--- config.mk ---
export PLATFORM = sky130hd
export DESIGN_NAME = backslash_escape_decoder_unit
export DESIGN_NICKNAME = d
export VERILOG_FILES = /design/src/hw/rtl/bed_pkg.sv /design/src/hw/rtl/bed_front.sv /design/src/hw/rtl/bed_queue.sv /design/src/hw/rtl/bed_back.sv /design/src/hw/rtl/backslash_escape_decoder_unit.sv
export SDC_FILE = /design/constraint.sdc
export NUM_CORES = 1
export LEC_CHECK = 0
export ABC_AREA = 0
export BUFFER_PORTS_ARGS = -buffer_cell sky130_fd_sc_hd__buf_2
export CAP_MARGIN = 10
export CORE_UTILIZATION = 35
export CTS_CLUSTER_DIAMETER = 200
export CTS_CLUSTER_SIZE = 12
export DETAILED_ROUTE_END_ITERATION = 12
export GPL_ROUTABILITY_DRIVEN = 0
export GPL_TIMING_DRIVEN = 0
export PLACE_DENSITY_LB_ADDON = 0.2
export SLEW_MARGIN = 20
export SYNTH_ARGS = -nofsm -noshare
export SYNTH_HDL_FRONTEND = slang
export SYNTH_SLANG_ARGS = --single-unit
--- constraint.sdc ---
create_clock -name clk -period 4.8 [get_ports clk]
set_clock_uncertainty 0.15 [all_clocks]
set_input_delay 0.24 -clock clk [delete_from_list [all_inputs] [get_ports clk]]
set_output_delay 0.24 -clock clk [all_outputs]
set_load 0.01 [all_outputs]
--- src/hw/rtl/bed_pkg.sv ---
`timescale 1ns / 1ps
`default_nettype none

package bed_pkg;

  localparam int QDEPTH = 4;
  localparam int QAW = $clog2(QDEPTH);

  // one queue entry holds every result that one input beat causes
  typedef struct packed {
    logic [7:0] b0;
    logic [7:0] b1;
    logic       has0;
    logic       two;
    logic       done;
  } entry_t;

  typedef struct packed {
    logic push;
    logic full;
  } qctl_t;

endpackage

`default_nettype wire

--- src/hw/rtl/bed_front.sv ---
`timescale 1ns / 1ps
`default_nettype none

module bed_front (
  input  wire logic            clk,
  input  wire logic            rst,
  input  wire logic            cfg_valid,
  input  wire logic            cfg_data,
  input  wire logic            s_tvalid,
  input  wire logic [7:0]      s_tdata,
  input  wire logic            s_tlast,
  output logic                 s_tready,
  input  wire logic            q_full,
  output logic                 q_push,
  output bed_pkg::entry_t      q_entry
);

  typedef enum logic [2:0] {
    MODE_NORMAL = 3'd0,
    MODE_ESC    = 3'd1,
    MODE_OCT    = 3'd2,
    MODE_HEX    = 3'd3,
    MODE_DROP   = 3'd4
  } mode_t;

  typedef struct packed {
    logic [7:0] b0;
    logic [7:0] b1;
    logic [1:0] cnt;
  } emit_t;

  localparam logic [7:0] CH_BSL = 8'h5C;
  localparam logic [7:0] CH_ESC = 8'h1B;
  localparam logic [7:0] CH_BEL = 8'h07;
  localparam logic [7:0] CH_BS  = 8'h08;
  localparam logic [7:0] CH_FF  = 8'h0C;
  localparam logic [7:0] CH_LF  = 8'h0A;
  localparam logic [7:0] CH_CR  = 8'h0D;
  localparam logic [7:0] CH_TAB = 8'h09;
  localparam logic [7:0] CH_VT  = 8'h0B;
  localparam logic [7:0] CH_0   = 8'h30;
  localparam logic [7:0] CH_7   = 8'h37;
  localparam logic [7:0] CH_9   = 8'h39;
  localparam logic [7:0] CH_LA  = 8'h61;
  localparam logic [7:0] CH_LF_ = 8'h66;
  localparam logic [7:0] CH_UA  = 8'h41;
  localparam logic [7:0] CH_UF  = 8'h46;
  localparam logic [7:0] KEY_A  = 8'h61;
  localparam logic [7:0] KEY_B  = 8'h62;
  localparam logic [7:0] KEY_E  = 8'h65;
  localparam logic [7:0] KEY_UE = 8'h45;
  localparam logic [7:0] KEY_F  = 8'h66;
  localparam logic [7:0] KEY_N  = 8'h6E;
  localparam logic [7:0] KEY_R  = 8'h72;
  localparam logic [7:0] KEY_T  = 8'h74;
  localparam logic [7:0] KEY_V  = 8'h76;
  localparam logic [7:0] KEY_C  = 8'h63;
  localparam logic [7:0] KEY_X  = 8'h78;

  logic       enable;
  mode_t      mode;
  mode_t      mode_next;
  logic [8:0] digit_value;
  logic [8:0] digit_value_next;
  logic [1:0] digit_count;
  logic [1:0] digit_count_next;

  emit_t      em;
  logic       has0;
  logic       is_oct;
  logic [1:0] limit;
  logic       dig_ok;
  logic [3:0] dig;
  logic [8:0] acc;
  logic       accept;

  // at most two results per beat, extra ones are dropped
  function automatic emit_t push(emit_t e, logic [7:0] b);
    emit_t r;
    r = e;
    case (e.cnt)
      2'd0: begin
        r.b0  = b;
        r.cnt = 2'd1;
      end
      2'd1: begin
        r.b1  = b;
        r.cnt = 2'd2;
      end
      default: r = e;
    endcase
    return r;
  endfunction

  assign accept   = s_tvalid && s_tready;
  assign s_tready = !q_full;
  assign is_oct   = (mode == MODE_OCT);
  assign limit    = is_oct ? 2'd3 : 2'd2;

  always_comb begin
    dig_ok = 1'b0;
    dig    = 4'd0;
    if (is_oct) begin
      if (s_tdata >= CH_0 && s_tdata <= CH_7) begin
        dig_ok = 1'b1;
        dig    = 4'(s_tdata - CH_0);
      end
    end else if (s_tdata >= CH_0 && s_tdata <= CH_9) begin
      dig_ok = 1'b1;
      dig    = 4'(s_tdata - CH_0);
    end else if (s_tdata >= CH_LA && s_tdata <= CH_LF_) begin
      dig_ok = 1'b1;
      dig    = 4'(s_tdata - CH_LA + 8'd10);
    end else if (s_tdata >= CH_UA && s_tdata <= CH_UF) begin
      dig_ok = 1'b1;
      dig    = 4'(s_tdata - CH_UA + 8'd10);
    end
    acc = is_oct ? {digit_value[5:0], 3'b000} + {5'd0, dig}
                 : {digit_value[4:0], 4'b0000} + {5'd0, dig};
  end

  always_comb begin
    em               = '0;
    has0             = 1'b1;
    mode_next        = mode;
    digit_value_next = digit_value;
    digit_count_next = digit_count;
    if (!enable) begin
      mode_next        = MODE_NORMAL;
      digit_value_next = '0;
      digit_count_next = '0;
      em               = push(em, s_tdata);
    end else begin
      case (mode)
        MODE_ESC: begin
          mode_next        = MODE_NORMAL;
          digit_value_next = '0;
          digit_count_next = '0;
          case (s_tdata)
            KEY_A:  em = push(em, CH_BEL);
            KEY_B:  em = push(em, CH_BS);
            KEY_E:  em = push(em, CH_ESC);
            KEY_UE: em = push(em, CH_ESC);
            KEY_F:  em = push(em, CH_FF);
            KEY_N:  em = push(em, CH_LF);
            KEY_R:  em = push(em, CH_CR);
            KEY_T:  em = push(em, CH_TAB);
            KEY_V:  em = push(em, CH_VT);
            CH_BSL: em = push(em, CH_BSL);
            KEY_C:  mode_next = MODE_DROP;
            CH_0:   mode_next = MODE_OCT;
            KEY_X:  mode_next = MODE_HEX;
            default: begin
              em = push(em, CH_BSL);
              em = push(em, s_tdata);
            end
          endcase
        end
        MODE_OCT, MODE_HEX: begin
          if (dig_ok && digit_count < limit) begin
            digit_value_next = acc;
            digit_count_next = digit_count + 2'd1;
            if ({1'b0, digit_count} + 3'd1 >= {1'b0, limit}) begin
              em               = push(em, acc[7:0]);
              mode_next        = MODE_NORMAL;
              digit_value_next = '0;
              digit_count_next = '0;
            end
          end else begin
            em               = push(em, digit_value[7:0]);
            mode_next        = MODE_NORMAL;
            digit_value_next = '0;
            digit_count_next = '0;
            if (s_tdata == CH_BSL) begin
              mode_next = MODE_ESC;
            end else begin
              em = push(em, s_tdata);
            end
          end
        end
        MODE_DROP: begin
          mode_next = MODE_DROP;
        end
        default: begin
          mode_next = MODE_NORMAL;
          if (s_tdata == CH_BSL) begin
            mode_next = MODE_ESC;
          end else begin
            em = push(em, s_tdata);
          end
        end
      endcase
    end
    if (s_tlast) begin
      if (mode_next == MODE_ESC) begin
        em = push(em, CH_BSL);
      end else if (mode_next == MODE_OCT || mode_next == MODE_HEX) begin
        em = push(em, digit_value_next[7:0]);
      end
      mode_next        = MODE_NORMAL;
      digit_value_next = '0;
      digit_count_next = '0;
      // nothing came out of this beat: send an empty end marker
      if (em.cnt == 2'd0) begin
        em.cnt = 2'd1;
        has0   = 1'b0;
      end
    end
  end

  assign q_push        = accept && (em.cnt != 2'd0);
  assign q_entry.b0    = em.b0;
  assign q_entry.b1    = em.b1;
  assign q_entry.has0  = has0;
  assign q_entry.two   = (em.cnt == 2'd2);
  assign q_entry.done  = s_tlast;

  always_ff @(posedge clk) begin
    if (rst) begin
      enable      <= 1'b0;
      mode        <= MODE_NORMAL;
      digit_value <= '0;
      digit_count <= '0;
    end else begin
      if (cfg_valid) begin
        enable <= cfg_data;
      end
      if (accept) begin
        mode        <= mode_next;
        digit_value <= digit_value_next;
        digit_count <= digit_count_next;
      end
    end
  end

  a_digit_bound: assert property (@(posedge clk) disable iff (rst)
    (mode == MODE_HEX) |-> (digit_count < 2'd2))
    else $error("hex digit count past limit");

endmodule

`default_nettype wire

--- src/hw/rtl/bed_queue.sv ---
`timescale 1ns / 1ps
`default_nettype none

module bed_queue (
  input  wire logic            clk,
  input  wire logic            rst,
  input  wire logic            push,
  input  wire bed_pkg::entry_t wr_entry,
  input  wire logic            pop,
  output bed_pkg::entry_t      rd_entry,
  output bed_pkg::qctl_t       ctl,
  output logic                 empty
);

  bed_pkg::entry_t              mem [bed_pkg::QDEPTH];
  logic [bed_pkg::QAW-1:0]      wr_ptr;
  logic [bed_pkg::QAW-1:0]      rd_ptr;
  logic [bed_pkg::QAW:0]        count;
  logic                         full;

  assign full     = (count == (bed_pkg::QAW+1)'(bed_pkg::QDEPTH));
  assign empty    = (count == '0);
  assign rd_entry = mem[rd_ptr];
  assign ctl.push = push;
  assign ctl.full = full;

  always_ff @(posedge clk) begin
    if (push) begin
      mem[wr_ptr] <= wr_entry;
    end
  end

  always_ff @(posedge clk) begin
    if (rst) begin
      wr_ptr <= '0;
      rd_ptr <= '0;
      count  <= '0;
    end else begin
      if (push) begin
        wr_ptr <= wr_ptr + 1'b1;
      end
      if (pop) begin
        rd_ptr <= rd_ptr + 1'b1;
      end
      case ({push, pop})
        2'b10:   count <= count + 1'b1;
        2'b01:   count <= count - 1'b1;
        default: count <= count;
      endcase
    end
  end

  a_no_overflow: assert property (@(posedge clk) disable iff (rst)
    push |-> !full)
    else $error("queue written while full");

  a_no_underflow: assert property (@(posedge clk) disable iff (rst)
    pop |-> !empty)
    else $error("queue read while empty");

endmodule

`default_nettype wire

--- src/hw/rtl/bed_back.sv ---
`timescale 1ns / 1ps
`default_nettype none

module bed_back (
  input  wire logic            clk,
  input  wire logic            rst,
  input  wire bed_pkg::entry_t head,
  input  wire logic            empty,
  output logic                 pop,
  output logic                 m_tvalid,
  input  wire logic            m_tready,
  output logic [7:0]           m_tdata,
  output logic [1:0]           m_tuser,
  output logic                 m_tlast
);

  logic phase;
  logic entry_last;
  logic beat;

  assign m_tvalid   = !empty;
  assign entry_last = phase || !head.two;
  assign beat       = m_tvalid && m_tready;
  assign pop        = beat && entry_last;
  assign m_tdata    = phase ? head.b1 : head.b0;
  assign m_tuser    = {entry_last, phase ? 1'b1 : head.has0};
  assign m_tlast    = entry_last && head.done;

  // phase marks the second beat of a two-result entry
  always_ff @(posedge clk) begin
    if (rst) begin
      phase <= 1'b0;
    end else if (beat) begin
      phase <= !entry_last;
    end
  end

  a_phase_two: assert property (@(posedge clk) disable iff (rst)
    phase |-> (!empty && head.two))
    else $error("second beat without a two-result entry");

endmodule

`default_nettype wire

--- src/hw/rtl/backslash_escape_decoder_unit.sv ---
`timescale 1ns / 1ps
`default_nettype none
// results are pushed into the queue as their input beat is taken
// throughput: one input beat per cycle while the queue is not full; a
//   two-result entry takes two output beats; a four-entry queue absorbs that
// reset: synchronous active-high rst clears decode state, queue and enable (0)

module backslash_escape_decoder_unit (
  input  wire logic       clk,
  input  wire logic       rst,
  input  wire logic       cfg_valid,
  output logic            cfg_ready,
  input  wire logic       cfg_data,      // escape_enable
  input  wire logic       s_tvalid,
  output logic            s_tready,
  input  wire logic [7:0] s_tdata,       // in_byte
  input  wire logic       s_tlast,       // string_end
  output logic            m_tvalid,
  input  wire logic       m_tready,
  output logic [7:0]      m_tdata,       // out_byte
  output logic [1:0]      m_tuser,       // [1] run_last, [0] has_byte
  output logic            m_tlast        // string_done
);

  bed_pkg::entry_t wr_entry;
  bed_pkg::entry_t head;
  bed_pkg::qctl_t  qctl;
  logic            push;
  logic            pop;
  logic            empty;

  assign cfg_ready = 1'b1;

  bed_front u_front (
    .clk       (clk),
    .rst       (rst),
    .cfg_valid (cfg_valid),
    .cfg_data  (cfg_data),
    .s_tvalid  (s_tvalid),
    .s_tdata   (s_tdata),
    .s_tlast   (s_tlast),
    .s_tready  (s_tready),
    .q_full    (qctl.full),
    .q_push    (push),
    .q_entry   (wr_entry)
  );

  bed_queue u_queue (
    .clk      (clk),
    .rst      (rst),
    .push     (push),
    .wr_entry (wr_entry),
    .pop      (pop),
    .rd_entry (head),
    .ctl      (qctl),
    .empty    (empty)
  );

  bed_back u_back (
    .clk      (clk),
    .rst      (rst),
    .head     (head),
    .empty    (empty),
    .pop      (pop),
    .m_tvalid (m_tvalid),
    .m_tready (m_tready),
    .m_tdata  (m_tdata),
    .m_tuser  (m_tuser),
    .m_tlast  (m_tlast)
  );

  a_push_seen: assert property (@(posedge clk) disable iff (rst)
    (qctl.push && !pop) |=> m_tvalid)
    else $error("queued results not offered");

endmodule

`default_nettype wire

# Word level (Yosys, flattened, before mapping)
# Memories as Yosys holds them, arrays and structs flattened. A register that Yosys moved wholly into a read port is not among the register bits.
# Cells that the tools add are included.
word_totals:
  register_bits: 22
  ram_bits: 76
  wordCells: 154
  n_memories: 1
  out_inout_bits: 14
  in_bits: 15
op_classes:
  mux: 67
  order_cmp: 9
  n_eq_ne: 28
  addsub: 13
  reduce_logical: 28
mem_list:
  columns: ["memory", "words", "word_bits", "rd", "rd_ports_with_merged_regs", "wr", "line", "rtl"]
  rows:
  - ["u_queue.mem", 4, 19, 1, 1, 1, "bed_queue.sv:15", "bed_pkg::entry_t mem [bed_pkg::QDEPTH];"]
ops:
  columns: ["cell", "count"]
  rows:
  - ["case mux 18 bit (10 select lines)", 1]
  - ["2-to-1 mux 18 bit", 9]
  - ["2-to-1 mux 8 bit", 14]
  - ["== test 8 x 7 -> 1 bit, second input constant", 12]
  - ["case mux 18 bit (3 select lines)", 1]
  - ["2-to-1 mux 2 bit", 13]
  - ["2-to-1 mux 4 bit", 5]
  - ["case mux 3 bit (3 select lines)", 2]
  - ["adder 8 x 4 -> 8 bit", 2]
  - [">= comparator 8 x 7 -> 1 bit, second input constant", 2]
  - ["<= comparator 8 x 6 -> 1 bit, second input constant", 2]
  - ["<= comparator 8 x 7 -> 1 bit, second input constant", 2]
  - ["case mux 2 bit (2 select lines)", 4]
  - ["case mux 8 bit (2 select lines)", 1]
  - ["OR reduction 13 bit", 1]
  - ["== test 3 x 2 -> 1 bit, second input constant", 4]
  - ["2-to-1 mux 1 bit", 12]
  - ["2-to-1 mux 3 bit", 4]
  - ["subtractor 4 x 1 -> 4 bit, second input constant", 3]
  - ["logical AND 1 bit", 10]
  - ["adder 4 bit, second input constant", 2]
  - ["== test 2 x 1 -> 1 bit, second input constant", 4]
  - ["== test 8 x 6 -> 1 bit, second input constant", 1]
  - [">= comparator 8 x 6 -> 1 bit, second input constant", 1]
  - ["19 further kinds", 33]

# Longest topological paths before layout
# Gate-level depths: netlist of run 1.
depth:
  ltp_word: 28
  depth_mapped: 16
  depth_no_buf: 15

# By module
# Synthesis of run 1 repeated with hierarchy kept, for this count alone.
hier_totals:
  cells_unflattened: 485
  hier_area_um2: 5602.9
modules_own_cells:
  columns: ["mod", "instances", "area_each_um2", "cells_per_inst", "seq_area_each_um2"]
  rows:
  - ["bed_queue", 1, 3234.4, 148, 2462.4]
  - ["bed_front", 1, 2175.8, 315, 280.3]
  - ["bed_back", 1, 181.4, 20, 20.0]
  - ["backslash_escape_decoder_unit", 1, 11.3, 2, 0.0]

# Worst setup path before layout of run 1
# OpenSTA, ideal clock, no wires.
synth_path:
  path_type: "flip-flop to flip-flop"
  start: "register u_front.mode[2]"
  end: "register u_queue.count[2] in the netlist's numbering"
  arrival_ps: 3628
  period_less_slack_ps: 3849
  n_path_buf: 1
  path_stages_with_launch: 17
  required_ps: 4579
  setup_ps: 71
  slack_ps: 951
  path_cell_list: "dfxtp_1 -> clkbuf_1 -> or3b_2 -> inv_1 -> ha_1 -> a21boi_0 -> or2_2 -> a311oi_1 -> o211a_1 -> a21oi_1 -> inv_1 -> ha_1 -> inv_1 -> fa_1 -> xor2_1 -> or3_1 -> a21oi_1"
synth_via:
  elab_chain_cells: 19
  word_cells_on_any_way: 37
  classes_between: "order compare: 2; eq/ne: 10; mux: 17; reduce/logical: 8"
synth_rtl:
  columns: ["element", "line", "rtl"]
  rows:
  - ["from (decl)", "bed_front.sv:61", "mode_t mode;"]
  - ["from (signal assigned)", "bed_front.sv:229", "mode <= mode_next;"]
  - ["== test 3 x 2 -> 1 bit", "bed_front.sv:97, bed_front.sv:134", null]
  - ["2-to-1 mux 1 bit", "bed_front.sv:98", "assign limit = is_oct ? 2'd3 : 2'd2;"]
  - [">= comparator 3 x 2 -> 1 bit / < comparator 2 bit (equally long branches)", "bed_front.sv:163, bed_front.sv:160", null]
  - ["2-to-1 mux 18 bit (tied with other cells)", "bed_front.sv:163", "if ({1'b0, digit_count} + 3'd1 >= {1'b0, limit}) begin"]
  - ["2-to-1 mux 18 bit / 2-to-1 mux 3 bit (equally long branches)", "bed_front.sv:160", "if (dig_ok && digit_count < limit) begin"]
  - ["case mux 18 bit (3 select lines) / case mux 3 bit (3 select lines) (equally long branches)", "bed_front.sv:134", "case (mode)"]
  - ["2-to-1 mux 18 bit / 2-to-1 mux 3 bit (equally long branches)", "bed_front.sv:128", "if (!enable) begin"]
  - ["== test 2 x 1 -> 1 bit (tied with other cells)", "bed_front.sv:81", "case (e.cnt)"]
  - ["[... 3 more ...]", null, null]
  - ["2-to-1 mux 18 bit", "bed_front.sv:194", "if (s_tlast) begin"]
  - ["zero test 2 bit", "bed_front.sv:204", "if (em.cnt == 2'd0) begin"]
  - ["2-to-1 mux 2 bit", "bed_front.sv:204", null]
  - ["2-to-1 mux 18 bit (*)", "bed_front.sv:194", null]
  - ["nonzero test 2 bit (*)", "bed_front.sv:211", "assign q_push = accept && (em.cnt != 2'd0);"]
  - ["logical AND 1 bit (*)", "bed_front.sv:211", null]
  - ["== test 2 x 1 -> 1 bit / == test 2 bit (equally long branches)", "bed_queue.sv:45", "case ({push, pop})"]
  - ["case mux 3 bit (2 select lines) / nonzero test 2 bit (equally long branches)", null, null]
  - ["to (signal assigned)", "bed_queue.sv:46", "2'b10: count <= count + 1'b1;"]
  - ["to (signal assigned)", "bed_queue.sv:47", "2'b01: count <= count - 1'b1;"]
  - ["to (signal assigned)", "bed_queue.sv:48", "default: count <= count;"]
  - ["to (decl)", "bed_queue.sv:18", "logic [bed_pkg::QAW:0] count;"]
# Mark *: on every way between the ends. The rest lies on a longest branch, timed or not. The select of a mux whose other input is x is not followed.
# A chain may end at the register's enable or synchronous reset.

# Final worst setup path of run 1
# Ends and elaborated chain as after synthesis.

==> results of run 1 <==
[final cells by class]
cell class                 count  share of cell area (%)
buffer                        30                    2.20
clock buffer                  10                    3.66
clock inverter                 6                    1.14
inverter                      21                    1.26
multi-input combinational    342                    40.9
sequential                   100                    44.2
tap                          211                    4.22
timing repair buffer          27                    2.40
[per-layer routing]
| layer | up-vias | GRT usage, % | routed length, um |
|---|---|---|---|
| li1 | 1940 | - | - |
| met1 | 2018 | 23.0 | 6140 |
| met2 | 124 | 31.5 | 6850 |
| met3 | 34 | 2.96 | 573 |
| met4 | 0 | 6.44 | 399 |
| met5 | - | 0 | 0 |
[power by group through the flow]
stage	registers [mW]	clock network, mW	logic (mW)
2_1_floorplan	1.08	0	0.388
3_3_place_gp	1.08	0	0.534
3_5_place_dp	1.09	0	0.542
4_1_cts	1.07	0.753	0.547
5_1_grt	1.08	0.782	0.599
6_report	1.07	0.732	0.537
[metrics by stage]
step / worst slack (ns) / total power [mW]
after floorplan: 0.951 / 1.46
after global placement: 0.417 / 1.62
after detailed placement: 0.297 / 1.63
after CTS: 0.280 / 2.37
after global routing: 0.174 / 2.46
final: 0.404 / 2.34
[sequential cells by signal, indices dropped and copies added, names as in the netlist, 2 cells and up, named ones only]
| signal | cells |
|---|---|
| u_queue.mem | 76 |
| u_front.digit_value | 8 |
| u_front.mode | 3 |
| u_queue.count | 3 |
| u_front.digit_count | 2 |
| u_queue.rd_ptr | 2 |
| u_queue.wr_ptr | 2 |
[cell families (layout without fill, tap and decap cells)]
family / Yosys count / count (layout)
fa+ha+maj: 19 / 19
other cells: 1 / 1
compound gates: 121 / 121
simple gates: 163 / 163
mux: 31 / 31
xor+xnor: 7 / 7
buf+inv: 51 / 94
flops: 100 / 100
[worst min-delay path: stages]
cell     delay, ns
buf_2         0.07
nand2_1       0.07
nand2_1       0.07
a21oi_1       0.06
[timing repair]
item,4_1_cts,5_1_grt
setup endpoints to repair,0,1
gates resized for setup,0,1
hold buffers,3,0
endpoints found under the hold margin,5,0
[worst paths after layout]
kind                                from                     end  slack [ns]  depth (start not counted)
setup / recovery         u_front.mode[2]        u_queue.count[2]        0.40                         16
hold / removal                  m_tready            u_back.phase        0.07                          4
setup reg to reg         u_front.mode[2]        u_queue.count[2]        0.40                         16
hold reg to reg   u_front.digit_count[1]  u_front.digit_count[1]        0.36                          2
[layout by cell type (no fill, tap or decap), types with 10 or more instances in the layout]
cell type,instances
a21oi_1,30
o21ai_0,22
inv_1,21
ha_1,18
edfxtp_1,76
dfxtp_1,24
nor3_1,10
mux4_2,19
clkbuf_1,24
buf_2,26
nand2_1,46
nand3_1,11
nor2_1,41
==> results_dict.tcl, run 1 <==
set metrics [dict create \
    switchingPower_uw 652 \
    worstSetupEndpointType "register" \
    grt_antenna_before_repair 0 \
    synth_top_family_by_area "compound AO/OA/AOI/OAI gates" \
    critical_path_required_ns 4.92 \
    cellPowerDensity_mw_per_mm2 374 \
    ys_ff_latch 100 \
    synth_edf_count 76 \
    cp_slowest_stage_delay_ns 0.55 \
    dieArea_mm2 0.0163 \
    clk_pin_slew_ns 0.07 \
    cts.path.max_buffers 2 \
    dp_hpwl_mm 10.3 \
    setup-tns-final_ns 0 \
    cts_root_buffer "clkbuf_16" \
    leakage_nw 2.09 \
    clockPowerShare_pct 31.3 \
    wl_per_cell_um 18.7 \
    grt_max_degree 20 \
    fin_cells 747 \
    yosys-top-cells-area "edfxtp_1 41%, dfxtp_1 8.7%, mux4_2 7.7%" \
    multiInputGateArea_mm2 0.00256 \
    worst_slew_pin_slew_ns 1.09 \
    synthCells 493 \
    dpl.cell_count 728 \
    syn_nets 527 \
    critPathKind "reg -> reg" \
    crit_family "simple AND/OR/NAND/NOR gates" \
    first_pass_iters 5 \
    drc 0 \
    grt_pass1_wl_mm 22.4 \
    post-cts-setup-buffer-count 0 \
    p_sw_share_pct 27.9 \
    synthAdderAreaFrac_pct 4.43 \
    seq_area_mm2 0.00276 \
    synthSimpleGateAreaFrac_pct 15.0 \
    synthMuxAreaShare_pct 10.1 \
    start_util_pct 36.1 \
    grt_pass1_vias 4108 \
    viasPerCell 5.51 \
    drive_gt1_share_pct 15.5 \
    synth_area_leader_cell "edfxtp_1" \
    p_comb_share_pct 22.9 \
    path_buf_inv 4 \
    placedInstanceArea_mm2 0.00592 \
    cts_tree "built" \
    fin_crit_ns 4.40 \
    internal_power_mw 1.69 \
    ys.flop_type "edfxtp_1" \
    critPathLaunchType "register" \
    finalHoldViolCount 0 \
    yosysWarnings 0 \
    port_buffers 24 \
    yosysMostFrequentCell "edfxtp_1" \
    vdd_drop_max_v 0.000167 \
    diodes 0 \
    die_h_um 128 \
    rows 45 \
    grt_overflow_total 0 \
    cp.arrival_ns 4.51 \
    seqPwrFrac_pct 45.7 \
    design_area_mm2 0.00625 \
    die_w_um 128 \
    ios 29 \
    ys_seq_area_share_pct 49.9 \
    drtAntennaViolNets 0 \
    synthDistinctLibCells 70 \
    nFillCells 1507 \
    via_count 4116 \
    fin_hold_ws_ns 0.0723 \
    rsz0062_at_grt "no" \
    core_mm2 0.0153 \
    crit_top_cell "inv_1" \
    grtUsageTotal_pct 18.2 \
    min_path_type "in -> reg" \
    synth_area_mm2 0.00553 \
    utilization_pct 40.8 \
    slew_viol_final 0 \
    post-route-period-util_pct 91.6 \
    slowest_stage "or3b_2" \
    finalSetupViolCount 0 \
    cp_max_fo 10 \
    syn2layout_area_growth_pct 13.0 \
    h-tree-depth 3 \
    clock_sinks 100 \
    synth-xor-area-share_pct 1.11 \
    clk_latency_ns 0.34 \
    numCtsBuffers 9 \
    avgSynthCellArea_um2 11.2 \
    status "completed" \
    synth_common_cells "76 x edfxtp_1, 46 x nand2_1, 41 x nor2_1" \
    drt-total-wl_mm 14.0 \
    drt-initial-drc-count 484 \
    slew_headroom_pct 27.0 \
    maxCapViolations 0 \
    synth_top_area_share_pct 41.2 \
    synth-compound-area-share_pct 15.5 \
    timing.fmax_ghz 0.227 \
    synthArstFlopShare_pct 0 \
    final_nets 565 \
    cp_cell_sequence "clkbuf_1 > or3b_2 > inv_1 > ha_1 > a21boi_0 > or2_2 > a311oi_2 > o211a_1 > a21oi_1 > inv_1 > ha_1 > inv_1 > fa_1 > xor2_1 > or3_1 > a21oi_1" \
]
(Power assumes the default switching activity.)
==> run 2, diff against run 1 <==
SYNTH_HIERARCHICAL = 1   (was default)
==> results_dict.tcl, run 2 <==
set metrics [dict create \
    ios 29 \
    cp.arrival_ns 4.31 \
    final_nets 556 \
    mostFrequentLayoutCells "76 x edfxtp_1, 40 x nand2_1, 37 x nor2_1" \
    seqPwrFrac_pct 45.3 \
    via_count 4047 \
    slew_viol_final 0 \
    switchingPower_uw 629 \
    leakage_nw 2.19 \
    rows 45 \
    critPathLaunchType "register" \
    fin_cells 738 \
    viasPerCell 5.48 \
    cts_root_buffer "clkbuf_16" \
    die_w_um 128 \
    syn_nets 518 \
    vdd_drop_max_v 0.000154 \
    cp_max_fo 19 \
    top_register "u_queue/mem" \
    synth_area_mm2 0.00560 \
    dp_hpwl_mm 10.0 \
    grt_overflow_total 0 \
    design_area_mm2 0.00635 \
    critPathKind "reg -> reg" \
    reg_top3 "u_queue/mem x76, u_front/digit_value x8" \
    core_mm2 0.0154 \
    dieArea_mm2 0.0165 \
    clockPowerShare_pct 31.9 \
    timing.fmax_ghz 0.223 \
    die_h_um 128 \
    critical_path_required_ns 4.62 \
    first_pass_iters 5 \
    drtAntennaViolNets 0 \
    drt-total-wl_mm 14.0 \
    h-tree-depth 3 \
    nFillCells 1514 \
    dpl.cell_count 719 \
    diodes 0 \
    syn2layout_area_growth_pct 13.4 \
    p_comb_share_pct 22.8 \
    grt_pass1_vias 3999 \
    drive_gt1_share_pct 17.8 \
    grt_pass1_wl_mm 21.9 \
    synthCells 484 \
    numCtsBuffers 9 \
    drt-initial-drc-count 348 \
    largest_reg_flops 76 \
    finalHoldViolCount 0 \
    drc 0 \
    worstSetupEndpointType "register" \
    fin_ws_ns 0.309 \
    grt_antenna_before_repair 0 \
    wl_per_cell_um 18.9 \
    grt_max_degree 20 \
    slew_headroom_pct 34.2 \
    p_sw_share_pct 27.4 \
    post-route-period-util_pct 93.6 \
    clk_pin_slew_ns 0.07 \
    start_util_pct 36.3 \
    maxCapViolations 0 \
    rsz0062_at_grt "no" \
    cts_tree "built" \
    yosysWarnings 6 \
    cellPowerDensity_mw_per_mm2 361 \
    finalSetupViolCount 0 \
    grtUsageTotal_pct 17.6 \
    final_common_cell "edfxtp_1" \
    min_path_type "in -> reg" \
    status "completed" \
    clk_latency_ns 0.34 \
    setup-tns-final_ns 0 \
    dpl_worst_slack_ns -0.149 \
    port_buffers 24 \
    clock_sinks 100 \
    power_mw 2.29 \
    fin_crit_ns 4.49 \
    placedInstanceArea_mm2 0.00598 \
    avgSynthCellArea_um2 11.6 \
    cts.path.max_buffers 2 \
    worst_slew_pin_slew_ns 0.987 \
    internal_power_mw 1.66 \
]
-- run 2: power by group through the flow --
stage	Sequential (mW)	Combinational, mW	Clock (mW)
finish	1.04	0.524	0.731
global route	1.05	0.574	0.786
CTS	1.04	0.531	0.748
detailed placement	1.06	0.527	0
global placement	1.05	0.518	0
floorplan	1.05	0.377	0
-- run 2: final timing paths --
check	startpoint	to	slack (ns)	cells past startpoint
worst max-delay path	u_front/mode[1]	u_queue/mem[3][6]	0.31	13
worst min-delay path	cfg_valid	u_front/enable	0.01	3
worst max register to register	u_front/mode[1]	u_queue/mem[3][6]	0.31	13
worst min register to register	u_front/digit_value[7]	u_front/digit_value[7]	0.34	2
-- run 2: area by class of cell --
class / instances / area, um^2 / area share, %
Buffer: 29 / 175 / 2.76
Clock buffer: 9 / 225 / 3.55
Clock inverter: 7 / 72.6 / 1.14
Inverter: 26 / 97.6 / 1.54
Multi-Input combinational cell: 329 / 2600 / 41.0
Sequential cell: 100 / 2760 / 43.5
Tap cell: 211 / 264 / 4.16
Timing Repair Buffer: 27 / 148 / 2.33
-- run 2: what timing repair did --
action                     CTS  global route
buffers inserted             0             1
pin swaps                    0             1
gates resized for setup      1             7
hold endpoints to repair     5             0
setup endpoints to repair    1            78
hold buffers                 2             0
gates cloned                 0             0
-- run 2: through the flow --
stage | hold WS [ns] | utilization (%)
final | 0.0142 | 41.1
after global routing | 0.0287 | 41.1
after CTS | 0.00895 | 40.8
after detailed placement | 0.310 | 38.8
after global placement | 0.297 | 38.8
after floorplan | 0.157 | -
-- run 2: routing by layer --
| metal | GRT usage [%] | up-vias | wire [um] |
|---|---|---|---|
| li1 | - | 1900 | - |
| met1 | 23.2 | 2022 | 6430 |
| met2 | 29.7 | 109 | 6790 |
| met3 | 3.45 | 16 | 573 |
| met4 | 4.43 | 0 | 176 |
| met5 | 0 | - | 0 |
-- run 2: critical path: stages, from the launching register on --
cell      delay [ns]
dfxtp_1         0.30
buf_4           0.15
or3b_1          0.17
buf_6           0.14
clkinv_1        0.22
ha_1            0.26
nand2b_1        0.28
nor2b_1         0.25
a32o_2          0.30
o32a_1          0.26
nor3_4          0.35
inv_2           0.16
a31oi_4         0.29
and2_1          0.82
